**config.mk**
```make
export PLATFORM = sky130hd
export DESIGN_NAME = rtc_set_payload_validator
export DESIGN_NICKNAME = d
export VERILOG_FILES = /design/src/rtl/rsv_pkg.sv /design/src/rtl/rtc_set_payload_validator.sv
export SDC_FILE = /design/constraint.sdc
export NUM_CORES = 1
export LEC_CHECK = 0
export ABC_AREA = 1
export BUFFER_PORTS_ARGS = -buffer_cell sky130_fd_sc_hd__buf_2
export CORE_ASPECT_RATIO = 1.1
export CORE_MARGIN = 5
export CORE_UTILIZATION = 30
export DETAILED_ROUTE_END_ITERATION = 7
export GPL_ROUTABILITY_DRIVEN = 0
export SLEW_MARGIN = 25
export SYNTH_ARGS = -nofsm -noshare
export SYNTH_HDL_FRONTEND = slang
export SYNTH_SLANG_ARGS = --single-unit
```
**constraint.sdc**
```tcl
create_clock -name i_clk -period 12.25 [get_ports i_clk]
set_input_delay 3.0625 -clock i_clk [delete_from_list [all_inputs] [get_ports i_clk]]
set_output_delay 3.0625 -clock i_clk [all_outputs]
set_load 0.02 [all_outputs]
```
**src/rtl/rsv_pkg.sv**
```systemverilog
`timescale 1ns / 1ps

package rsv_pkg;

    typedef enum logic [2:0] {
        ST_OK      = 3'd0,
        ST_SHORT   = 3'd1,
        ST_ACKLIKE = 3'd2,
        ST_YEAR    = 3'd3,
        ST_MONTH   = 3'd4,
        ST_TIME    = 3'd5,
        ST_DAY     = 3'd6
    } t_status;

    localparam logic [15:0] MIN_LEN     = 16'd7;
    localparam logic [15:0] ACK_LEN     = 16'd19;
    localparam logic [15:0] SUN_LEN     = 16'd15;
    localparam logic [7:0]  ACK_MARK    = 8'h2B;
    localparam logic [15:0] YEAR_LO     = 16'd2000;
    localparam logic [15:0] YEAR_HI     = 16'd2099;
    localparam logic [15:0] MIN_PER_DAY = 16'd1440;

    // y + y/4 - y/100 + y/400 reduced mod 7 for y = 1999
    localparam logic [7:0]  Y1999_TERM  = 8'd5;

    typedef struct packed {
        logic [15:0] payload_len;
        logic [15:0] year_field;
        logic [7:0]  month_field;
        logic [7:0]  day_field;
        logic [7:0]  hour_field;
        logic [7:0]  minute_field;
        logic [7:0]  second_field;
        logic [15:0] sunrise_field;
        logic [15:0] sunset_field;
        logic [15:0] dawn_field;
        logic [15:0] dusk_field;
    } t_in;

    typedef struct packed {
        t_status     status;
        logic [2:0]  weekday;
        logic [6:0]  year_offset;
        logic        sun_valid;
    } t_out;

    // Sakamoto month offsets, months 1..12
    function automatic logic [2:0] month_key(input logic [7:0] month);
        logic [2:0] k;
        case (month)
            8'd1:    k = 3'd0;
            8'd2:    k = 3'd3;
            8'd3:    k = 3'd2;
            8'd4:    k = 3'd5;
            8'd5:    k = 3'd0;
            8'd6:    k = 3'd3;
            8'd7:    k = 3'd5;
            8'd8:    k = 3'd1;
            8'd9:    k = 3'd4;
            8'd10:   k = 3'd6;
            8'd11:   k = 3'd2;
            8'd12:   k = 3'd4;
            default: k = 3'd0;
        endcase
        return k;
    endfunction

    function automatic logic [4:0] days_in_month(input logic [7:0] month,
                                                 input logic       leap);
        logic [4:0] d;
        case (month)
            8'd2:                      d = leap ? 5'd29 : 5'd28;
            8'd4, 8'd6, 8'd9, 8'd11:   d = 5'd30;
            default:                   d = 5'd31;
        endcase
        return d;
    endfunction

    // x mod 7 for 9-bit x: reciprocal estimate never overshoots, one fixup
    function automatic logic [2:0] mod7(input logic [8:0] x);
        logic [15:0] p;
        logic [6:0]  q;
        logic [8:0]  r;
        p = {7'd0, x} * 16'd73;
        q = p[15:9];
        r = x - 9'({2'd0, q} * 9'd7);
        if (r >= 9'd7) begin
            r = r - 9'd7;
        end
        return r[2:0];
    endfunction

endpackage

```
**src/rtl/rtc_set_payload_validator.sv**
```systemverilog
`timescale 1ns / 1ps
// Time-set message checker.
// Input channel: i_in_valid / o_in_ready carry one request of pre-parsed
// message fields (i_in_data). Output channel: o_out_valid / i_out_ready carry
// one result (o_out_data): status code, weekday (Mon=1..Sun=7), year offset
// from 2000 and the sun-time valid flag. Failed checks zero the last three.
// The request is registered at the accepting edge, checked in one pass of
// combinational logic, and loaded into the result register when the output
// slot is empty or being taken. Throughput: one request per cycle, set by
// the two-deep register pipeline; both stages advance together whenever
// the output slot is empty or being taken.
// When the receiver stalls, the result register holds and the input register
// fills; o_in_ready drops only when both are occupied.
// Reset (synchronous, active low) empties both stages; only the pipeline
// valid bits are reset, not the data registers.
module rtc_set_payload_validator (
    input  logic               i_clk,
    input  logic               i_rst_n,
    input  logic               i_in_valid,
    output logic               o_in_ready,
    input  rsv_pkg::t_in       i_in_data,
    output logic               o_out_valid,
    input  logic               i_out_ready,
    output rsv_pkg::t_out      o_out_data
);

    logic          r_s1_vld;
    rsv_pkg::t_in  r_s1;
    logic          r_out_vld;
    rsv_pkg::t_out r_out;
    rsv_pkg::t_out n_out;

    logic s2_rdy;
    logic s1_rdy;

    assign s2_rdy     = !r_out_vld || i_out_ready;
    assign s1_rdy     = !r_s1_vld || s2_rdy;
    assign o_in_ready = s1_rdy;
    assign o_out_valid = r_out_vld;
    assign o_out_data  = r_out;

    always_ff @(posedge i_clk) begin
        if (!i_rst_n) begin
            r_s1_vld  <= 1'b0;
            r_out_vld <= 1'b0;
        end else begin
            if (s1_rdy) begin
                r_s1_vld <= i_in_valid;
            end
            if (s2_rdy) begin
                r_out_vld <= r_s1_vld;
            end
        end
    end

    always_ff @(posedge i_clk) begin
        if (s1_rdy && i_in_valid) begin
            r_s1 <= i_in_data;
        end
        if (s2_rdy && r_s1_vld) begin
            r_out <= n_out;
        end
    end

    // check logic
    logic [15:0]      year_diff;
    logic [6:0]       yoff;
    logic             early;
    logic [6:0]       k;
    logic [7:0]       yterm;
    logic [8:0]       dsum;
    logic [2:0]       dow;
    logic             time_bad;
    logic             sun_ok;
    rsv_pkg::t_status st;

    always_comb begin
        year_diff = r_s1.year_field - rsv_pkg::YEAR_LO;
        yoff      = year_diff[6:0];
        early     = (r_s1.month_field < 8'd3);
        k         = yoff - {6'd0, early};
        // Jan/Feb of 2000 fall back into 1999, outside the k-based formula
        if (early && (yoff == 7'd0)) begin
            yterm = rsv_pkg::Y1999_TERM;
        end else begin
            yterm = {1'b0, k} + {3'd0, k[6:2]};
        end
        dsum = {1'b0, yterm} + {6'd0, rsv_pkg::month_key(r_s1.month_field)}
               + {1'b0, r_s1.day_field};
        dow  = rsv_pkg::mod7(dsum);

        time_bad = (r_s1.hour_field > 8'd23) || (r_s1.minute_field > 8'd59)
                   || (r_s1.second_field > 8'd59);

        if (r_s1.payload_len < rsv_pkg::MIN_LEN) begin
            st = rsv_pkg::ST_SHORT;
        end else if ((r_s1.payload_len >= rsv_pkg::ACK_LEN)
                     && (r_s1.year_field[15:8] == rsv_pkg::ACK_MARK)) begin
            st = rsv_pkg::ST_ACKLIKE;
        end else if ((r_s1.year_field < rsv_pkg::YEAR_LO)
                     || (r_s1.year_field > rsv_pkg::YEAR_HI)) begin
            st = rsv_pkg::ST_YEAR;
        end else if ((r_s1.month_field < 8'd1) || (r_s1.month_field > 8'd12)) begin
            st = rsv_pkg::ST_MONTH;
        end else if (time_bad) begin
            st = rsv_pkg::ST_TIME;
        end else if ((r_s1.day_field < 8'd1)
                     || (r_s1.day_field > {3'd0, rsv_pkg::days_in_month(
                            r_s1.month_field, (r_s1.year_field[1:0] == 2'd0))})) begin
            st = rsv_pkg::ST_DAY;
        end else begin
            st = rsv_pkg::ST_OK;
        end

        sun_ok = (r_s1.payload_len >= rsv_pkg::SUN_LEN)
                 && (r_s1.sunrise_field < rsv_pkg::MIN_PER_DAY)
                 && (r_s1.sunset_field < rsv_pkg::MIN_PER_DAY)
                 && (r_s1.dawn_field < rsv_pkg::MIN_PER_DAY)
                 && (r_s1.dusk_field < rsv_pkg::MIN_PER_DAY);

        n_out.status = st;
        if (st == rsv_pkg::ST_OK) begin
            n_out.weekday     = (dow == 3'd0) ? 3'd7 : dow;
            n_out.year_offset = yoff;
            n_out.sun_valid   = sun_ok;
        end else begin
            n_out.weekday     = 3'd0;
            n_out.year_offset = 7'd0;
            n_out.sun_valid   = 1'b0;
        end
    end

    a_fail_zero: assert property (@(posedge i_clk) disable iff (!i_rst_n)
        (o_out_valid && (o_out_data.status != rsv_pkg::ST_OK))
        |-> ((o_out_data.weekday == 3'd0) && (o_out_data.year_offset == 7'd0)
             && !o_out_data.sun_valid))
        else $error("failed check left nonzero result fields");

    a_ok_fields: assert property (@(posedge i_clk) disable iff (!i_rst_n)
        (o_out_valid && (o_out_data.status == rsv_pkg::ST_OK))
        |-> ((o_out_data.weekday != 3'd0) && (o_out_data.year_offset <= 7'd99)))
        else $error("ok result with weekday or year offset out of range");

    a_in_stall: assert property (@(posedge i_clk) disable iff (!i_rst_n)
        (!o_in_ready) |-> (o_out_valid && !i_out_ready))
        else $error("input stalled while output slot free");

endmodule
```
* Yosys cells after proc, flatten, opt, wreduce, memory -nomap -nowiden
Memories as Yosys holds them, arrays and structs flattened. A register that Yosys moved wholly into a read port is not among the register bits.
Index checks and enable logic that the tools add are counted.
** Operators by class
- Add/subtract/negate cells :: 7
- Multiply operators :: 2
- Order comparisons :: 18
- Equal/unequal tests :: 6
- Mux-type cells :: 18
- Reductions and logical operators :: 23
** Operators by type and width (number)
- < comparator 16 x 11 -> 1 bit (second input constant) :: 5
- 2-to-1 mux 3 bit :: 9
- 2-to-1 mux 5 bit :: 5
- == test 8 x 3 -> 1 bit (second input constant) :: 2
- == test 8 x 4 -> 1 bit (second input constant) :: 2
- >= comparator 16 x 4 -> 1 bit (second input constant) :: 1
- >= comparator 16 x 5 -> 1 bit (second input constant) :: 1
- greater-than comparator 16 x 12 -> 1 bit (second input constant) :: 1
- greater-than comparator 8 x 6 -> 1 bit (second input constant) :: 2
- < comparator 16 x 3 -> 1 bit (second input constant) :: 1
- < comparator 8 x 1 -> 1 bit (second input constant) :: 2
- multiplier 9 x 7 -> 16 bit (second input constant) :: 1
- adder 8 x 3 -> 9 bit :: 1
- adder 9 x 8 -> 9 bit :: 1
- >= comparator 9 x 3 -> 1 bit (second input constant) :: 1
- multiplier 7 x 3 -> 9 bit (second input constant) :: 1
- subtractor 9 bit :: 1
- adder 7 x 5 -> 8 bit :: 1
- == test 8 x 2 -> 1 bit (second input constant) :: 1
- == test 8 x 6 -> 1 bit (second input constant) :: 1
- greater-than comparator 8 x 4 -> 1 bit (second input constant) :: 1
- greater-than comparator 8 x 5 -> 1 bit :: 1
- greater-than comparator 8 x 5 -> 1 bit (second input constant) :: 1
- logical AND 1 bit :: 8
- 15 further kinds :: 23
** Word-level totals
- Flip-flop bits (word level) :: 152
- ROM bits :: 48
- Input bits :: 140
- Output and inout bits :: 16
- Word-level logic and storage cells :: 92
- Memories :: 1
** Memory list
- (no name shown) :: words 16, width 3, rd ports 1, clocked after Yosys merged registers in 1, wr ports 0, line rsv_pkg.sv:50 : case (month)

* Depth between registers and ports, before layout
Gate-level depths: netlist of run 1.
- Word-level depth :: 17
- Mapped depth :: 57
- Gate-level depth less buffers :: 57

* Worst setup path after synthesis of run 1
Ideal clock, no wire load.
- Path kind :: flip-flop to flip-flop
- Start :: register r_s1[100] (netlist name)
- End :: register r_out (netlist bit o_out_data[8]) (data pin)
- Library setup time :: 0.257 ns
- Arrival time :: 8.769 ns
- Data required time :: 11.993 ns
- Setup slack :: 3.224 ns
- Cell stages (with the launch flop) :: 48
- Buffers on the path :: 0
- Period minus slack after synthesis :: 9.026 ns
- Cells stage by stage :: edfxtp_1 -> nor4_4 -> inv_1 -> a211oi_1 -> ha_1 -> ha_1 -> xor2_1 -> ha_1 -> inv_1 -> fa_1 -> nor2_1 -> fa_1 -> ha_1 -> inv_1 -> fa_1 -> o21ai_0 -> a21oi_1 -> nor2_1 -> [12 not listed] -> inv_1 -> ha_1 -> inv_1 -> fa_1 -> inv_1 -> ha_1 -> nand2_1 -> inv_1 -> a221oi_1 -> nand2_1 -> nand2_1 -> nand2_1 -> nor2_2 -> nand3_1 -> nand2_1 -> inv_1 -> a21oi_1 -> nor2_1
** Between the ends
- Word-level cells in the longest chain between the ends :: 17
- Elaborated cells on any way between the ends :: 41
- Classes of those cells :: 6 x add/sub; 2 x mul; 5 x order compare; 5 x eq/ne; 16 x mux; 7 x reduce/logical
** Ends and longest elaborated chain
- from (decl) :: line rtc_set_payload_validator.sv:28 : rsv_pkg::t_in r_s1;
- from (signal assigned) :: line rtc_set_payload_validator.sv:58 : r_s1 <= i_in_data;
- branches (longest 17 deep; another with multiplier 9 x 7 -> 16 bit)
- to (signal assigned) :: line rtc_set_payload_validator.sv:61 : r_out <= n_out;
- to (decl) :: line rtc_set_payload_validator.sv:30 : rsv_pkg::t_out r_out;
Parallel ways; which one is timed is not known. The select of a mux whose other input is x is not followed.
A chain may end at the register's enable or synchronous reset.

* Worst setup path after layout of run 1
Ends and elaborated chain as after synthesis.

==> results of run 1 <==
## synth_stat cells (all sizes together), types with 3 or more instances
cell      n
a31oi     3
o21ai    20
fa       11
xor2     21
or4       3
nand2   104
ha       73
xnor2    13
or2       3
a21oi    31
nand3    31
dfxtp     5
edfxtp  123
inv     111
nor4      9
nor3     12
nand4     9
a21o      5
nor2     52
o21bai    8
## metal layers
metal / part of all wire (%) / track usage (%) / vias to the layer above
met5: 0.32 / 0 / -
met4: 1.6 / 3.872 / 8
met3: 7.3 / 4.025 / 20
met2: 52 / 20.00 / 125
met1: 39 / 12.76 / 2292
li1: - / - / 2594
## cell type report
type                            count  area, sq um  share of cell area [%]
Clock buffer                       17        425.4                   4.814
Clock inverter                     15        167.7                   1.897
Inverter                          111        421.7                   4.771
Multi-Input combinational cell    427         2995                   33.89
Sequential cell                   128         3794                   42.93
Tap cell                          305        381.6                   4.318
Timing Repair Buffer              129        651.9                   7.376
## flip-flops by register name, indices dropped and copies added, names as in the netlist, named ones only
register and flops:
r_s1_vld 1, o_out_data 14, o_out_valid 1, r_s1 109
## worst max path at each step
| stage | to | slack, ns | cells after the start |
|---|---|---|---|
| after floorplan | o_out_data[8] | 3.22 | 47 |
| after global placement | o_out_data[8] | 2.01 | 45 |
| after detailed placement | o_out_data[8] | 1.86 | 46 |
| after CTS | o_out_data[8] | 1.84 | 45 |
| after global routing | o_out_data[8] | 0.98 | 47 |
| final | o_out_data[8] | 1.93 | 47 |
## critical path, delay by kind of cell (launching register included)
family,cells,cell delay (ns)
adders and majority gates,12,4.10
AOI/OAI and AO/OA,10,1.89
xor gates and xnor gates,6,1.65
and+or+nand+nor,13,1.54
buffers and inverters,6,0.47
DFF,1,0.41
## through the flow
step / setup slack, ns / area, sq um
5_1_grt: 0.9805 / 8837
3_5_place_dp: 1.856 / 8244
3_3_place_gp: 2.009 / 8240
2_1_floorplan: 3.224 / 7209
4_1_cts: 1.839 / 8837
6_report: 1.928 / 8837
## layout by cell type, fill, tap and decap left out, types with 5 or more instances in the layout
cell type,netlist,final
a21o_1,5,5
a21oi_1,30,29
buf_2,1,128
clkbuf_16,0,17
dfxtp_1,5,5
edfxtp_1,123,123
fa_1,11,11
ha_1,73,73
inv_1,108,107
inv_6,0,6
nand2_1,100,100
nand3_1,26,26
nand3_2,5,5
nand4_1,8,8
nor2_1,50,50
nor3_1,12,12
nor4_1,8,8
o21ai_0,16,16
o21bai_1,8,8
xnor2_1,13,13
xor2_1,20,20
## kinds of logic after synthesis
family                   count (synthesis)  share of synthesized area, %
AND/OR/NAND/NOR                        227                         14.56
flip-flops                             128                         52.62
buffers and inverters                  112                         5.883
adder cells (fa/ha/maj)                 84                         15.72
AO/OA/AOI/OAI                           82                         6.977
XOR/XNOR                                34                         4.235
==> flow_summary.yaml, run 1 <==
run_status:
  outcome: "finished, final reports clean"
cts:
  clockBufferDepth: 2
  clock-sinks: 128
  root_buffer: "clkbuf_16"
  cts.clk_slew.worst_paths_ns: 0.06
  clock_latency_ns: 0.41
  postCtsHoldBufs: 0
  cts_setup_buffers: 0
  htree_num_levels: 4
  cts_resized: 0
  numCtsBuffers: 17
  cts_tree: "built"
synth:
  synth_top_area_share_pct: 51.23
  synthCells: 667
  synthTopCellsByArea: "edfxtp_1 (51%), ha_1 (13%), inv_1 (5.6%)"
  synth_async_sr_flop_share_pct: 0
  yosys.area.top_type: "edfxtp_1"
  seq_area_frac_synth_pct: 52.62
  synth_edf_count: 123
  synthFlopType: "edfxtp_1"
  ys_types: 47
  syn-num-nets: 891
  syn_area_per_cell_sq_um: 10.81
  yosysWarnings: 0
  syn-cell-area_sq_um: 7209
  synth-seq-cells: 128
worst_setup_path:
  cp-end-kind: "register"
  cp.arrival_ns: 10.48
  critPathLaunch: "r_s1[100]"
  timing_worst_setup_path_type: "reg2reg"
  r2r_setup_slack_ns: 1.93
  cp-start-kind: "register"
  crit_slowest_cell: "fa_1"
  reg2reg_depth: 47
  reg2reg_to: "o_out_data[8]"
  crit-reg2reg-launch: "r_s1[100]"
  slowest_delay_ns: 0.52
  worst-path-max-fanout: 6
  cp.required_ns: 12.41
  cp_common_cell: "ha_1"
finish:
  area_growth_pct: 22.58
  final_nets: 1038
  diodes: 0
  num-fill-cells: 2361
  stdcell_count: 1132
  final_core_util_pct: 37.29
  drive_above_1_share_pct: 22.37
global_routing:
  globalRouteOverflowTotal: 0
  grt_max_degree: 96
  grt_pass1_vias: 5259
  grt_pass1_wl_mm: 24.81
  track_usage_pct: 11.41
  antenna_found_initial: 4
detailed_routing:
  wl_per_cell_um: 13.06
  drtIter0Drc: 194
  avgViaCountPerCell: 4.451
  num_vias: 5039
  drt-total-wl_mm: 14.78
  post-route-drc-count: 0
  dr.pass1.iters: 4
  ant_nets: 0
sta:
  fin_skew_ns: 0.009586
  hold_ws_ns: 0.4933
  setup_viol: 0
  min_period_ns: 10.32
  max_slew_margin_pct: 44.00
  clock.fmax_mhz: 96.88
  final_hold_viol_count: 0
  min_period_over_period_pct: 84.27
  slew_violations: 0
  rsz0062_at_grt: "no"
  final.setup.tns_ns: 0
  max_slew.worst_pin.slew_ns: 0.8399
die:
  rows: 59
  io_pins: 156
  die_x_um: 157.8
  floorplan.initialDensity_pct: 30.42
  core_sq_um: 23700
  fp.dieH_um: 172.6
  die_area_sq_um: 27230
hold_path:
  min_from: "r_s1_vld"
  hold_path_depth: 2
  hp-class: "reg2reg"
  whs_endpoint: "o_out_valid"
placement:
  place_inst: 1100
  dp_hpwl_mm: 11.90
  port_buffers: 128
run:
  max_cap_viol_count: 0
Power of run 1 is left out: the tool's default activity adds up to more than one toggle a clock period on the data nets, which glitch-free logic cannot reach.
==> run 2: changes to the inputs <==
- clock period: 12.25 -> 9.4 ns (I/O delays scaled with it)
==> run 2 against run 1 <==
Compared with the run above: fmax increased by 15%; core utilization increased by 4.2 points; worst setup slack got worse by 1.5 ns; critical endpoint unchanged; clock-buffer cell count increased by 1; first-iteration DRC count increased by 7.7%; highest routed layer unchanged; non-clock buffer count increased by 65; global-route usage about the same; die area unchanged; register-to-register slack got worse by 1.5 ns.
==> flow_summary.yaml, run 2 (synthesized netlist as in run 1, its figures left out) <==
worst_setup_path:
  reg2reg_depth: 54
  r2r_setup_slack_ns: 0.43
  critPathLaunch: "r_s1[102]"
  cp-start-kind: "register"
  reg2reg_to: "o_out_data[8]"
  cp-end-kind: "register"
  slowest_delay_ns: 0.55
  timing_worst_setup_path_type: "reg2reg"
  crit-reg2reg-launch: "r_s1[102]"
  crit_slowest_cell: "fa_1"
  cp.arrival_ns: 9.13
  worst-path-max-fanout: 4
  cp.required_ns: 9.56
sta:
  slew_violations: 0
  setup_viol: 0
  max_slew_margin_pct: 33.01
  max_slew.worst_pin.slew_ns: 1.005
  min_period_ns: 8.970
  fin_skew_ns: 0.01627
  min_period_over_period_pct: 95.42
  final_hold_viol_count: 0
  hold_ws_ns: 0.4992
  clock.fmax_mhz: 111.5
die:
  core_sq_um: 23700
  fp.dieH_um: 172.6
  rows: 59
  floorplan.initialDensity_pct: 30.42
  die_x_um: 157.8
  die_area_sq_um: 27230
  io_pins: 156
finish:
  largest_reg_flops: 109
  area_growth_pct: 36.31
  layout_top_registers: "r_s1: 109 flops, o_out_data: 14 flops"
  final_common_cell: "buf_2"
  seq_area_sq_um: 3794
  mostFrequentLayoutCells: "buf_2 (128), edfxtp_1 (123), inv_1 (103)"
  largest-register: "r_s1"
  multi_input_area_sq_um: 3550
  diodes: 0
  num-fill-cells: 2224
  final_nets: 1103
  drive_above_1_share_pct: 36.77
hold_path:
  hold_path_depth: 2
  min_from: "r_s1_vld"
  hp-class: "reg2reg"
  whs_endpoint: "o_out_valid"
cts:
  clock_latency_ns: 0.41
  htree_num_levels: 4
  cts_tree: "built"
  clock-sinks: 128
  clockBufferDepth: 2
  root_buffer: "clkbuf_16"
  cts.clk_slew.worst_paths_ns: 0.06
  numCtsBuffers: 17
  postCtsHoldBufs: 0
run_status:
  outcome: "finished, final reports clean"
global_routing:
  grt_pass1_wl_mm: 24.74
  grt_max_degree: 84
  grt_pass1_vias: 5304
  track_usage_pct: 11.40
  antenna_found_initial: 2
  globalRouteOverflowTotal: 0
placement:
  port_buffers: 128
  dp_hpwl_mm: 12.17
detailed_routing:
  post-route-drc-count: 0
  drt-total-wl_mm: 15.83
  wl_per_cell_um: 13.22
  avgViaCountPerCell: 4.399
  num_vias: 5266
  dr.pass1.iters: 6
  drtIter0Drc: 209
  ant_nets: 0
run:
  max_cap_viol_count: 0
run 2: cell types whose count changed in the layout (fill, tap and decap cells not counted), sizes merged:
cell	previous run	this run
clkbuf	17	18
inv	121	114
bufinv	1	0
clkinv	2	7
clkinvlp	2	4
buf	129	194
run 2: stage by stage:
step	cells	TNS [ns]	worst slack [ns]	util (%)	cell area, sq um
2_1_floorplan	667	0	0.3739	-	7209
3_3_place_gp	1150	-0.2301	-0.1065	36.36	8616
3_5_place_dp	1150	-0.4257	-0.1766	36.36	8616
4_1_cts	1182	0	0.04049	38.69	9169
5_1_grt	1197	-0.4640	-0.1756	41.47	9827
6_report	1197	0	0.4303	41.47	9827
run 2: critical path, delay by kind of cell, from the launching register on:
| kind | cells | cell delay [ns] |
|---|---|---|
| buf+inv | 9 | 0.74 |
| compound gates | 10 | 1.37 |
| flops | 1 | 0.42 |
| xor+xnor | 4 | 0.74 |
| fa+ha+maj | 12 | 3.60 |
| simple gates | 19 | 1.87 |
run 2: repair_timing:
item / CTS / global route
pin swaps: 0 / 53
hold endpoints to repair: 0 / 0
setup endpoints to repair: 3 / 3
buffers inserted: 0 / 15
resized for setup: 3 / 94
cloned: 0 / 0
run 2: worst max-delay path by stage:
stage | to | slack, ns | depth (start not counted)
after floorplan | o_out_data[8] | 0.37 | 47
after global placement | o_out_data[8] | -0.11 | 46
after detailed placement | o_out_data[8] | -0.18 | 49
after CTS | o_out_data[8] | 0.04 | 48
after global routing | o_out_data[9] | -0.18 | 54
final | o_out_data[8] | 0.43 | 54
run 2: final cells by class:
type | count | area share [%]
Sequential cell | 128 | 38.60
Multi-Input combinational cell | 427 | 36.12
Timing Repair Buffer | 194 | 11.60
Clock buffer | 18 | 4.367
Inverter | 111 | 4.291
Tap cell | 305 | 3.883
Clock inverter | 14 | 1.133
run 2: metal layers:
metal / part of all wire, % / up-vias / global-route usage, %
met3: 6.6 / 18 / 3.650
met4: 1.5 / 4 / 4.016
met2: 53 / 110 / 20.19
li1: - / 2718 / -
met1: 39 / 2416 / 12.73
met5: 0.088 / - / 0
Power of run 2 is left out for the same reason.
